$ cat src/hw/rtl/aup_pkg.sv
// Shared widths, status codes and word types of the ASCII unsigned parser.
package aup_pkg;

  // Default sizes of the position counter and the accumulator.
  localparam int unsigned PosBitsDef   = 16;
  localparam int unsigned ValueBitsDef = 32;

  // Fixed port widths.
  localparam int unsigned CharW   = 8;
  localparam int unsigned RadixW  = 8;
  localparam int unsigned ValueW  = 32;
  localparam int unsigned OffsetW = 16;
  localparam int unsigned StatusW = 2;

  // Largest explicit radix and the width of the active radix register.
  localparam int unsigned RadixMax = 36;
  localparam int unsigned BaseW    = 6;

  localparam logic [StatusW-1:0] StatusOk       = 2'd0;
  localparam logic [StatusW-1:0] StatusBadRadix = 2'd1;
  localparam logic [StatusW-1:0] StatusOverflow = 2'd2;

  typedef struct packed {
    logic [CharW-1:0]  ch;
    logic              first;
    logic [RadixW-1:0] radix;
  } aup_char_t;

  typedef struct packed {
    logic [ValueW-1:0]  value;
    logic [OffsetW-1:0] end_offset;
    logic               end_valid;
    logic [StatusW-1:0] status;
  } aup_res_t;

endpackage

$ cat src/hw/rtl/aup_if.sv
// Handshake interfaces for the character stream and the result stream.
interface aup_char_if import aup_pkg::*; ();
  logic              valid;
  logic              ready;
  logic [CharW-1:0]  ch;
  logic              first;
  logic [RadixW-1:0] radix;

  modport source (output valid, output ch, output first, output radix, input ready);
  modport sink   (input valid, input ch, input first, input radix, output ready);
endinterface

interface aup_res_if import aup_pkg::*; ();
  logic               valid;
  logic               ready;
  logic [ValueW-1:0]  value;
  logic [OffsetW-1:0] end_offset;
  logic               end_valid;
  logic [StatusW-1:0] status;

  modport source (output valid, output value, output end_offset, output end_valid,
                  output status, input ready);
  modport sink   (input valid, input value, input end_offset, input end_valid,
                  input status, output ready);
endinterface

$ cat src/hw/rtl/aup_in_stage.sv
// Input register that holds one character word for the parse stage.
module aup_in_stage import aup_pkg::*; (
  input  logic      clk_i,
  input  logic      rst_ni,
  input  logic      in_valid_i,
  input  aup_char_t in_item_i,
  output logic      in_ready_o,
  output logic      item_valid_o,
  output aup_char_t item_o,
  input  logic      item_take_i
);

  logic      valid_q;
  aup_char_t item_q;

  // A new word may enter when the register is empty or the held one leaves in the same cycle.
  assign in_ready_o = !valid_q || item_take_i;

  always_ff @(posedge clk_i or negedge rst_ni) begin
    if (!rst_ni) begin
      valid_q <= 1'b0;
    end else if (in_ready_o) begin
      valid_q <= in_valid_i;
    end
  end

  always_ff @(posedge clk_i) begin
    if (in_ready_o && in_valid_i) begin
      item_q <= in_item_i;
    end
  end

  assign item_valid_o = valid_q;
  assign item_o       = item_q;

endmodule

$ cat src/hw/rtl/aup_parse.sv
// Parse state and the per-character next-state and result logic.
module aup_parse import aup_pkg::*; #(
  parameter int unsigned POS_BITS   = PosBitsDef,
  parameter int unsigned VALUE_BITS = ValueBitsDef
) (
  input  logic      clk_i,
  input  logic      rst_ni,
  input  logic      item_valid_i,
  input  aup_char_t item_i,
  input  logic      take_i,
  output logic      res_valid_o,
  output aup_res_t  res_o
);

  localparam int unsigned ProdW = VALUE_BITS + BaseW;

  localparam logic [2:0] PhIdle   = 3'd0;
  localparam logic [2:0] PhSpace  = 3'd1;
  localparam logic [2:0] PhSigned = 3'd2;
  localparam logic [2:0] PhZero   = 3'd3;
  localparam logic [2:0] PhDigits = 3'd4;

  localparam logic [CharW-1:0] CharNul   = 8'h00;
  localparam logic [CharW-1:0] CharTab   = 8'h09;
  localparam logic [CharW-1:0] CharLf    = 8'h0A;
  localparam logic [CharW-1:0] CharCr    = 8'h0D;
  localparam logic [CharW-1:0] CharSpace = 8'h20;
  localparam logic [CharW-1:0] CharPlus  = 8'h2B;
  localparam logic [CharW-1:0] CharMinus = 8'h2D;
  localparam logic [CharW-1:0] CharZero  = 8'h30;
  localparam logic [CharW-1:0] CharNine  = 8'h39;
  localparam logic [CharW-1:0] CharUpA   = 8'h41;
  localparam logic [CharW-1:0] CharUpX   = 8'h58;
  localparam logic [CharW-1:0] CharUpZ   = 8'h5A;
  localparam logic [CharW-1:0] CharLowA  = 8'h61;
  localparam logic [CharW-1:0] CharLowX  = 8'h78;
  localparam logic [CharW-1:0] CharLowZ  = 8'h7A;

  localparam logic [BaseW-1:0] BaseOct = 6'd8;
  localparam logic [BaseW-1:0] BaseDec = 6'd10;
  localparam logic [BaseW-1:0] BaseHex = 6'd16;
  localparam logic [BaseW-1:0] NoDigit = 6'd63;

  // Digit value of a character, or a value above every radix if it is no digit.
  function automatic logic [BaseW-1:0] char_digit(input logic [CharW-1:0] c);
    logic [CharW-1:0] t;
    if (c >= CharZero && c <= CharNine) begin
      t = c - CharZero;
    end else if (c >= CharLowA && c <= CharLowZ) begin
      t = c - CharLowA + 8'd10;
    end else if (c >= CharUpA && c <= CharUpZ) begin
      t = c - CharUpA + 8'd10;
    end else begin
      t = CharW'(NoDigit);
    end
    return t[BaseW-1:0];
  endfunction

  logic [2:0]            phase_q, phase_d;
  logic [VALUE_BITS-1:0] acc_q, acc_d;
  logic [BaseW-1:0]      radix_q, radix_d;
  logic                  neg_q, neg_d;
  logic                  ovf_q, ovf_d;
  logic                  seen_q, seen_d;
  logic [POS_BITS-1:0]   pos_q, pos_d;

  logic [2:0]       cur_phase;
  logic             start_num;
  logic             do_digit;
  logic             emit;
  logic [CharW-1:0] c;
  logic [BaseW-1:0] dig;
  logic [ProdW-1:0] prod;
  aup_res_t         res;

  assign c   = item_i.ch;
  assign dig = char_digit(item_i.ch);

  always_comb begin
    phase_d   = phase_q;
    acc_d     = acc_q;
    radix_d   = radix_q;
    neg_d     = neg_q;
    ovf_d     = ovf_q;
    seen_d    = seen_q;
    pos_d     = pos_q;
    cur_phase = phase_q;
    start_num = 1'b0;
    do_digit  = 1'b0;
    emit      = 1'b0;
    prod      = '0;
    res       = '0;

    if (item_i.first) begin
      acc_d  = '0;
      radix_d = '0;
      neg_d  = 1'b0;
      ovf_d  = 1'b0;
      seen_d = 1'b0;
      pos_d  = '0;
      if (item_i.radix == 8'd1 || item_i.radix > RadixW'(RadixMax)) begin
        emit       = 1'b1;
        res.status = StatusBadRadix;
        phase_d    = PhIdle;
        cur_phase  = PhIdle;
      end else begin
        radix_d   = item_i.radix[BaseW-1:0];
        phase_d   = PhSpace;
        cur_phase = PhSpace;
      end
    end

    unique case (cur_phase)
      PhIdle: begin
      end
      PhSpace: begin
        if (c == CharSpace || c == CharTab || c == CharCr || c == CharLf) begin
          pos_d = pos_d + POS_BITS'(1);
        end else if (c == CharMinus || c == CharPlus) begin
          neg_d   = (c == CharMinus);
          phase_d = PhSigned;
          pos_d   = pos_d + POS_BITS'(1);
        end else begin
          start_num = 1'b1;
        end
      end
      PhSigned: begin
        start_num = 1'b1;
      end
      PhZero: begin
        if (c == CharLowX || c == CharUpX) begin
          radix_d = BaseHex;
          seen_d  = 1'b0;
          phase_d = PhDigits;
          pos_d   = pos_d + POS_BITS'(1);
        end else begin
          if (radix_d == '0) begin
            radix_d = BaseOct;
          end
          acc_d    = '0;
          seen_d   = 1'b1;
          phase_d  = PhDigits;
          do_digit = 1'b1;
        end
      end
      PhDigits: begin
        do_digit = 1'b1;
      end
      default: begin
        phase_d = PhIdle;
      end
    endcase

    // A leading zero may open a hex or octal prefix; anything else is a digit.
    if (start_num) begin
      if (c == CharZero && (radix_d == '0 || radix_d == BaseHex)) begin
        phase_d = PhZero;
        pos_d   = pos_d + POS_BITS'(1);
      end else begin
        if (radix_d == '0) begin
          radix_d = BaseDec;
        end
        do_digit = 1'b1;
      end
    end

    if (do_digit) begin
      if (c == CharNul) begin
        emit           = 1'b1;
        phase_d        = PhIdle;
        res.end_offset = OffsetW'(pos_d);
        res.end_valid  = 1'b1;
        if (ovf_d) begin
          res.value  = ValueW'({VALUE_BITS{1'b1}});
          res.status = StatusOverflow;
        end else if (neg_d) begin
          res.value  = ValueW'({VALUE_BITS{1'b0}} - acc_d);
          res.status = StatusOk;
        end else begin
          res.value  = ValueW'(acc_d);
          res.status = StatusOk;
        end
      end else if (radix_d < 6'd2 || dig >= radix_d) begin
        // An invalid digit ends the string without sign or saturation.
        emit           = 1'b1;
        phase_d        = PhIdle;
        res.value      = ValueW'(acc_d);
        res.end_offset = seen_d ? OffsetW'(pos_d) : '0;
        res.end_valid  = 1'b1;
        res.status     = StatusOk;
      end else begin
        prod = ProdW'(acc_d) * ProdW'(radix_d);
        if (prod[ProdW-1:VALUE_BITS] != '0) begin
          ovf_d = 1'b1;
        end
        acc_d   = prod[VALUE_BITS-1:0] + VALUE_BITS'(dig);
        seen_d  = 1'b1;
        phase_d = PhDigits;
        pos_d   = pos_d + POS_BITS'(1);
      end
    end
  end

  always_ff @(posedge clk_i or negedge rst_ni) begin
    if (!rst_ni) begin
      phase_q <= PhIdle;
      acc_q   <= '0;
      radix_q <= '0;
      neg_q   <= 1'b0;
      ovf_q   <= 1'b0;
      seen_q  <= 1'b0;
      pos_q   <= '0;
    end else if (item_valid_i && take_i) begin
      phase_q <= phase_d;
      acc_q   <= acc_d;
      radix_q <= radix_d;
      neg_q   <= neg_d;
      ovf_q   <= ovf_d;
      seen_q  <= seen_d;
      pos_q   <= pos_d;
    end
  end

  assign res_valid_o = item_valid_i && emit;
  assign res_o       = res;

endmodule

$ cat src/hw/rtl/aup_out_stage.sv
// Result register that holds one result word until the sink takes it.
module aup_out_stage import aup_pkg::*; (
  input  logic     clk_i,
  input  logic     rst_ni,
  input  logic     load_i,
  input  aup_res_t res_i,
  output logic     load_ready_o,
  output logic     out_valid_o,
  output aup_res_t out_o,
  input  logic     out_ready_i
);

  logic     valid_q;
  aup_res_t res_q;

  assign load_ready_o = !valid_q || out_ready_i;

  always_ff @(posedge clk_i or negedge rst_ni) begin
    if (!rst_ni) begin
      valid_q <= 1'b0;
    end else if (load_ready_o) begin
      valid_q <= load_i;
    end
  end

  always_ff @(posedge clk_i) begin
    if (load_ready_o && load_i) begin
      res_q <= res_i;
    end
  end

  assign out_valid_o = valid_q;
  assign out_o       = res_q;

endmodule

$ cat src/hw/rtl/ascii_to_unsigned_parser.sv
// Top level of the ASCII unsigned parser: input register, parse stage, result register.
//
// The parser takes one character word per cycle and keeps that rate with no gaps
// as long as the result sink does not stall. A character is registered in the
// input register when it is accepted and processed when the parse stage takes
// it. The result word is loaded into the result register when the character
// that ends the string is taken (its NUL, the first invalid digit, or a first
// character with a bad radix), and is offered on res_o from then on. The per-cycle
// rate rests on the digit step, a multiply of the accumulator by the radix plus the
// digit and an overflow test on the full product, done combinationally on the parse
// state. A stalled result holds the parse stage whether or not the waiting character
// ends a string, and in_i.ready is low while the input register holds an untaken word.
module ascii_to_unsigned_parser import aup_pkg::*; #(
  parameter int unsigned POS_BITS   = PosBitsDef,
  parameter int unsigned VALUE_BITS = ValueBitsDef
) (
  input  logic            clk_i,
  input  logic            rst_ni,
  aup_char_if.sink        in_i,
  aup_res_if.source       res_o
);

  aup_char_t in_item;
  aup_char_t item;
  logic      item_valid;
  logic      take;
  logic      load_ready;
  logic      res_valid;
  aup_res_t  res;
  aup_res_t  out_res;

  assign in_item.ch    = in_i.ch;
  assign in_item.first = in_i.first;
  assign in_item.radix = in_i.radix;

  assign take = item_valid && load_ready;

  aup_in_stage u_in_stage (
    .clk_i        (clk_i),
    .rst_ni       (rst_ni),
    .in_valid_i   (in_i.valid),
    .in_item_i    (in_item),
    .in_ready_o   (in_i.ready),
    .item_valid_o (item_valid),
    .item_o       (item),
    .item_take_i  (take)
  );

  aup_parse #(
    .POS_BITS   (POS_BITS),
    .VALUE_BITS (VALUE_BITS)
  ) u_parse (
    .clk_i        (clk_i),
    .rst_ni       (rst_ni),
    .item_valid_i (item_valid),
    .item_i       (item),
    .take_i       (take),
    .res_valid_o  (res_valid),
    .res_o        (res)
  );

  aup_out_stage u_out_stage (
    .clk_i        (clk_i),
    .rst_ni       (rst_ni),
    .load_i       (take && res_valid),
    .res_i        (res),
    .load_ready_o (load_ready),
    .out_valid_o  (res_o.valid),
    .out_o        (out_res),
    .out_ready_i  (res_o.ready)
  );

  assign res_o.value      = out_res.value;
  assign res_o.end_offset = out_res.end_offset;
  assign res_o.end_valid  = out_res.end_valid;
  assign res_o.status     = out_res.status;

endmodule

$ cat src/flat_wrapper.sv
// flat-port wrapper written by rule: the top's interface ports become plain ports
module ascii_to_unsigned_parser_flat import aup_pkg::*;
#(
  parameter int unsigned POS_BITS   = PosBitsDef,
  parameter int unsigned VALUE_BITS = ValueBitsDef
)
  (clk_i, rst_ni, in_i_valid, in_i_ch, in_i_first, in_i_radix, in_i_ready, res_o_valid, res_o_value, res_o_end_offset, res_o_end_valid, res_o_status, res_o_ready);
  aup_char_if in_i_i ();
  aup_res_if res_o_i ();
  input  logic clk_i;
  input  logic rst_ni;
  input wire logic [$bits(in_i_i.valid)-1:0] in_i_valid;
  input wire logic [$bits(in_i_i.ch)-1:0] in_i_ch;
  input wire logic [$bits(in_i_i.first)-1:0] in_i_first;
  input wire logic [$bits(in_i_i.radix)-1:0] in_i_radix;
  output wire logic [$bits(in_i_i.ready)-1:0] in_i_ready;
  output wire logic [$bits(res_o_i.valid)-1:0] res_o_valid;
  output wire logic [$bits(res_o_i.value)-1:0] res_o_value;
  output wire logic [$bits(res_o_i.end_offset)-1:0] res_o_end_offset;
  output wire logic [$bits(res_o_i.end_valid)-1:0] res_o_end_valid;
  output wire logic [$bits(res_o_i.status)-1:0] res_o_status;
  input wire logic [$bits(res_o_i.ready)-1:0] res_o_ready;
  assign in_i_i.valid = in_i_valid;
  assign in_i_i.ch = in_i_ch;
  assign in_i_i.first = in_i_first;
  assign in_i_i.radix = in_i_radix;
  assign in_i_ready = in_i_i.ready;
  assign res_o_valid = res_o_i.valid;
  assign res_o_value = res_o_i.value;
  assign res_o_end_offset = res_o_i.end_offset;
  assign res_o_end_valid = res_o_i.end_valid;
  assign res_o_status = res_o_i.status;
  assign res_o_i.ready = res_o_ready;
  ascii_to_unsigned_parser #(.POS_BITS(POS_BITS), .VALUE_BITS(VALUE_BITS)) u_core (.clk_i(clk_i), .rst_ni(rst_ni), .in_i(in_i_i), .res_o(res_o_i));
endmodule
$ cat config.mk
export PLATFORM = sky130hd
export DESIGN_NAME = ascii_to_unsigned_parser_flat
export DESIGN_NICKNAME = d
export VERILOG_FILES = /design/src/hw/rtl/aup_pkg.sv /design/src/hw/rtl/aup_if.sv /design/src/hw/rtl/aup_in_stage.sv /design/src/hw/rtl/aup_parse.sv /design/src/hw/rtl/aup_out_stage.sv /design/src/hw/rtl/ascii_to_unsigned_parser.sv /design/src/flat_wrapper.sv
export SDC_FILE = /design/constraint.sdc
export NUM_CORES = 1
export LEC_CHECK = 0
export ABC_AREA = 1
export BUFFER_PORTS_ARGS = -buffer_cell sky130_fd_sc_hd__clkbuf_2
export CORE_MARGIN = 3
export CORE_UTILIZATION = 64
export DETAILED_ROUTE_END_ITERATION = 6
export PLACE_DENSITY = 0.86
export SYNTH_ARGS = -nofsm -noshare
export SYNTH_HDL_FRONTEND = slang
export SYNTH_SLANG_ARGS = --single-unit
$ cat constraint.sdc
create_clock -name clk_i -period 7.9 [get_ports clk_i]
set_input_delay 1.185 -clock clk_i [delete_from_list [all_inputs] [get_ports clk_i]]
set_output_delay 1.185 -clock clk_i [all_outputs]
set_load 0.05 [all_outputs]
== Word-level counts from Yosys, hierarchy flattened ==
Index checks and enable logic that the tools add are counted.

* Flip-flop bits (word level): 130
* Logic and storage cells: 151
* Output and inout port bits: 53
* Bits of input ports: 21

* Magnitude comparators: 9
* Multiply operators: 1
* Muxes and demuxes: 72
* Reductions and logical operators: 28
* $add $sub $neg: 10
* Equal/unequal tests: 15

{| class="wikitable"
|+ Operator list
! cell !! number
|-
| two-way mux 32 bit || 8
|-
| two-way mux 16 bit || 10
|-
| two-way mux 51 bit || 2
|-
| two-way mux 6 bit || 11
|-
| adder 16 x 1 -> 16 bit (second input constant) || 3
|-
| multiplier 32 x 6 -> 38 bit || 1
|-
| adder 32 x 6 -> 32 bit || 1
|-
| equality test 8 x 6 -> 1 bit (second input constant) || 4
|-
| case mux 16 bit (2 select lines) || 1
|-
| subtractor 1 x 32 -> 32 bit (first input constant) || 1
|-
| two-way mux 1 bit || 27
|-
| equality test 8 x 4 -> 1 bit (second input constant) || 3
|-
| two-way mux 3 bit || 8
|-
| equality test 8 x 7 -> 1 bit (second input constant) || 2
|-
| greater-or-equal comparator 8 x 7 -> 1 bit (second input constant) || 2
|-
| <= comparator 8 x 7 -> 1 bit (second input constant) || 2
|-
| adder 6 x 4 -> 6 bit (second input constant) || 2
|-
| logical NOT 6 bit || 2
|-
| subtractor 6 bit (second input constant) || 2
|-
| logical AND 1 bit || 10
|-
| logical OR 1 bit || 10
|-
| case mux 3 bit (3 select lines) || 1
|-
| equality test 8 x 1 -> 1 bit (second input constant) || 1
|-
| greater-or-equal comparator 8 x 6 -> 1 bit (second input constant) || 1
|-
| 16 further kinds || 20
|}

== Depth between registers and ports, before layout ==
* Depth in word-level cells: 21
* Gate-level depth with buffers: 40
* Mapped depth without buffers: 39

== Hierarchy ==
A second synthesis with hierarchy kept.

* Cells, all modules: 2232
* Area total of the unflattened synthesis: 15947.8 um^2

{| class="wikitable"
|+ Modules (own cells, without submodules)
! module !! times used !! cells each !! seq. area each (um^2) !! area each (um^2)
|-
| aup_parse || 1 || 2148 || 1501.4 || 13798.2
|-
| aup_out_stage || 1 || 57 || 1556.5 || 1576.5
|-
| aup_in_stage || 1 || 23 || 535.5 || 555.5
|-
| ascii_to_unsigned_parser || 1 || 4 || 0.0 || 17.5
|}

== Worst setup path after synthesis ==
No wires, ideal clock.

* Path type: flip-flop to flip-flop
* Start point: reg u_core.u_in_stage.item_q, in the netlist u_core.u_in_stage.item_o[13]
* End point: reg u_core.u_parse.acc_q[20]
* Clock period less this slack: 6.136 ns
* Buffers on the path: 1
* Stages on the path, launching flop included: 38
* Arrival: 6.016 ns
* Required time: 7.780 ns
* Setup slack: 1.764 ns
* Setup time: 0.120 ns
* Cells stage by stage: edfxtp_1 > inv_1 > ha_1 > inv_1 > nor3_1 > nand2_1 > nand2_2 > nor2_2 > nand4_2 > nand2_1 > nand4_1 > nand2_1 > inv_1 > clkbuf_1 > nor2_1 > fa_1 > fa_1 > inv_1 > (+2 left out) > ha_1 > a21oi_1 > nand2_1 > a21oi_1 > xnor2_1 > inv_1 > nor2_1 > nand3_1 > nor2_1 > nand2_1 > nor2_1 > nand3_1 > nand3b_1 > xor2_1 > nand2_1 > nand2_1 > o21ai_0 > inv_1

* Word-level cells in the longest chain between the ends: 14
* Elaborated cells on any way between the ends: 58
* Classes of those cells: add/sub (6); mul (1); order compare (8); eq/ne (10); mux (20); reduce/logical (13)

{| class="wikitable"
|+ Ends and longest elaborated chain
! item !! RTL line !! source
|-
| start, declared || aup_in_stage.sv:14 || <nowiki>aup_char_t item_q;</nowiki>
|-
| start signal, assigned || aup_in_stage.sv:29 || <nowiki>item_q <= in_item_i;</nowiki>
|-
| equality test 8 x 7 -> 1 bit || aup_parse.sv:131 || <nowiki>if (c == CharLowX || c == CharUpX) begin</nowiki>
|-
| logical OR 1 bit || aup_parse.sv:131 ||
|-
| two-way mux 6 bit || aup_parse.sv:131 ||
|-
| two-way mux 6 bit || aup_parse.sv:113 || <nowiki>unique case (cur_phase)</nowiki>
|-
| equality test 6 x 5 -> 1 bit / logical NOT 6 bit (equally long branches) || aup_parse.sv:156, aup_parse.sv:160 ||
|-
| logical OR 1 bit || aup_parse.sv:156 || <nowiki>if (c == CharZero && (radix_d == '0 || radix_d == BaseHex)) begin</nowiki>
|-
| logical AND 1 bit || aup_parse.sv:156 ||
|-
| two-way mux 6 bit || aup_parse.sv:156 ||
|-
| two-way mux 6 bit || aup_parse.sv:155 || <nowiki>if (start_num) begin</nowiki>
|-
| multiplier 32 x 6 -> 38 bit, or another cell as far along || aup_parse.sv:192 || <nowiki>prod = ProdW'(acc_d) * ProdW'(radix_d);</nowiki>
|-
| adder 32 x 6 -> 32 bit / logical OR 1 bit (equally long branches) || aup_parse.sv:196, aup_parse.sv:183 ||
|-
| two-way mux 32 bit || aup_parse.sv:183 || <nowiki>end else if (radix_d < 6'd2 || dig >= radix_d) begin</nowiki>
|-
| two-way mux 32 bit || aup_parse.sv:168 || <nowiki>if (c == CharNul) begin</nowiki>
|-
| two-way mux 32 bit * || aup_parse.sv:167 || <nowiki>if (do_digit) begin</nowiki>
|-
| end signal, assigned || aup_parse.sv:207 || <nowiki>acc_q <= '0;</nowiki>
|-
| end signal, assigned || aup_parse.sv:215 || <nowiki>acc_q <= acc_d;</nowiki>
|-
| end, declared || aup_parse.sv:60 || <nowiki>logic [VALUE_BITS-1:0] acc_q, acc_d;</nowiki>
|}

Mark *: on every way between the ends. The rest lies on a longest branch, timed or not.
A chain may end at the register's enable or synchronous reset.

== Final worst setup path ==
* Start point: reg u_core.u_in_stage.item_q, in the netlist u_core.u_in_stage.item_o[13]
* End point: reg u_core.u_parse.acc_q[22]

The elaborated chain is that of the path after synthesis.

==> flow_summary.ini <==
[global_routing]
track_usage_pct = 37.9
overflow = 0
grt_max_degree = 63
grt_pass1_wl_um = 79000
grt_pass1_vias = 15000
antenna_found_initial = 0

[critical_path]
worstSetupStartpoint = u_core.u_in_stage.item_o[13]
crit_slowest_cell = fa_1
startpoint_type = register
cp_data_required_time_ps = 8250
cp_num_cells = 33
r2r-start = u_core.u_in_stage.item_o[13]
critPathTopFamily = simple AND/OR/NAND/NOR gates
r2r_end = u_core.u_parse.acc_q[22]
cp_max_fo = 20
critical_path_class = register to register
reg2regPathDepth = 33
cpPeakStageDelay_ps = 560
worstSetupEndpoint = u_core.u_parse.acc_q[22]
cp.arrival_ps = 7830
cp-end-kind = register
r2r_slack_ps = 420
crit_buf_inv = 6
critPathMostFrequentCell = nand2_1

[synth]
synth-edff-count = 68
syn_inst = 2245
syn_area_um2 = 15800
syn_nets = 2459
seq_area_frac_synth_pct = 22.7
synth_seq_cells = 130
synth-main-ff-cell = edfxtp_1
ys_warn_count = 0
synth.avg_cell_area_um2 = 7.05
async_reset_ff_share_pct = 47.7
synth_cell_types = 62

[timing]
whs_ps = 483
setup_viol = 0
finalCritPeriodShare_pct = 94.7
skew_ps = 18.1
finalSetupTns_ps = 0
drv_slew = 0
fin_ws_ps = 420
tightest_slew_ps = 929
rsz0062_at_grt = no
fmax_mhz = 134
post-route-min-period_ps = 7480
hold_violations = 0
timing.slew.headroom_pct = 38.1

[pwr]
p_leak_nw = 8.52
ir_worst_vdd_uv = 169
power_density_nw_per_um2 = 242

[cts]
cts_buffers = 17
cts_tree = built
clock-sinks = 130
root_buffer = clkbuf_16
cts.path.max_buffers = 2
clkTransAtPathRegs_ps = 70
h-tree-depth = 4
clkLatencyLatePin_ps = 430

[routing]
via_per_inst = 6.01
wl_per_cell_um = 18.9
wl_um = 50300
drc_errors = 2
initialDrtViolationCount = 2240
first_pass_iters = 7
ant_nets = 0
vias = 16000

[hold_path]
hp-class = register to register

[placed_design]
io_buffers = 73
place_ws_ps = 328
routabilityCongestion = 1.07
hpwl_um = 39000

[final_layout]
antenna_cells = 0
drive_gt1_share_pct = 11.3
final_common_cell = nand2_1
final_net_count = 2536
area_growth_pct = 9.04
fill_cells = 1946
layout_common_cells = nand2_1, inv_1, nor2_1, nand3_1, fa_1

[run_status]
status = finished, violations left
violations = DRC

[floorplanning]
ios = 74
rows = 56
coreArea_um2 = 23900
initial_core_util_pct = 66.2
die_h_um = 163
die_w_um = 163
die_area_um2 = 26700

[job]
maxCapViolCount = 0
==> worst min-delay path, stage by stage, from the launching register on <==
cell and delay [ps]:
dfrtp_1 340, nand2_1 60, nand2_1 60
==> repair_timing <==
action                                  4_1_cts  5_1_grt
resized for setup                             0       16
hold buffers                                  0        0
buffers inserted                              0       11
endpoints found under the setup margin        0       19
==> worst min-delay path by stage <==
| stage | from | endpoint | slack, ps | cells past startpoint |
|---|---|---|---|---|
| 4_1_cts | u_core.u_parse.pos_q[13] | u_core.u_parse.pos_q[13] | 490 | 2 |
| 3_5_place_dp | u_core.u_parse.pos_q[15] | u_core.u_parse.pos_q[15] | 470 | 2 |
| 2_1_floorplan | u_core.u_parse.pos_q[9] | u_core.u_parse.pos_q[9] | 450 | 2 |
| 6_report | u_core.u_parse.pos_q[9] | u_core.u_parse.pos_q[9] | 480 | 2 |
| 5_1_grt | u_core.u_parse.pos_q[15] | u_core.u_parse.pos_q[15] | 510 | 2 |
| 3_3_place_gp | u_core.u_parse.pos_q[9] | u_core.u_parse.pos_q[9] | 460 | 2 |
==> report_power, final <==
| part | internal [W] | switching [W] |
|---|---|---|
| clock network | 0.000434 | 0.000343 |
| logic | 0.000672 | 0.00175 |
| registers | 0.000906 | 0.0000768 |
==> Yosys cell counts, types with 5 or more instances <==
cell type	count	area (um^2)
inv_2	18	67.6
nor3_1	22	110
clkbuf_1	34	128
a21oi_1	93	465
nor2_2	22	138
nand3_1	137	686
ha_1	71	888
a31oi_1	7	43.8
o21a_1	7	52.6
nor2_1	360	1350
nand3b_1	6	45.0
dfrtp_1	62	1550
nor2_4	10	113
o21ai_1	15	75.1
a21o_1	5	37.5
buf_2	10	50.1
nand4_1	34	213
o31ai_1	5	37.5
xor2_1	56	490
nand2_1	435	1630
clkinv_1	5	18.8
edfxtp_1	68	2040
o22ai_1	5	31.3
buf_6	6	67.6
o21bai_1	8	60.1
xnor2_1	13	114
inv_1	407	1530
nand2_2	23	144
o21ai_0	101	505
fa_1	122	2440
o211ai_1	16	120
==> logic make-up after synthesis <==
group / share of synthesized area [%]
AOI/OAI and AO/OA: 11.0
and+or+nand+nor: 29.3
xor gates and xnor gates: 3.92
adders and majority gates: 21.0
DFF: 22.7
buffers and inverters: 12.0
==> sequential cells by signal, summed over array words and instances, names as in the netlist <==
signal / count
u_core.u_parse.acc_q: 32
u_core.u_parse.neg_q: 1
u_core.u_in_stage.item_valid_o: 1
u_core.u_parse.ovf_q: 1
u_core.u_out_stage.out_o: 51
u_core.u_in_stage.item_o: 17
u_core.u_parse.radix_q: 6
u_core.u_out_stage.out_valid_o: 1
u_core.u_parse.seen_q: 1
u_core.u_parse.pos_q: 16
u_core.u_parse.phase_q: 3
==> per-layer routing <==
metal  up-vias  GRT usage [%]  wire, um
met5         -          0.758         0
met4         0           11.6      1600
met3       168           12.6      7240
met2      1164           56.6     21600
met1      7413           52.6     19800
li1       7213              -         -
==> final cells by class <==
| type | count | area [um^2] | area share (%) |
|---|---|---|---|
| timing repair inverter | 1 | 5.00 | 0.0290 |
| sequential | 130 | 3590 | 20.8 |
| multi-input combinational | 1628 | 10400 | 60.2 |
| clock inverter | 12 | 93.8 | 0.544 |
| tap | 319 | 399 | 2.31 |
| timing repair buffer | 113 | 678 | 3.93 |
| inverter | 431 | 1630 | 9.45 |
| clock buffer | 20 | 468 | 2.71 |
==> stage by stage <==
step,instances,total power (W),utilization (%),instance area (um^2)
after CTS,2642,0.00405,71.6,17100
after detailed placement,2610,0.00327,69.3,16500
after global placement,2610,0.00321,69.3,16500
after floorplan,2245,0.00261,-,15800
after global routing,2654,0.00442,72.2,17300
final,2654,0.00418,72.2,17300
(Power assumes the default switching activity.)
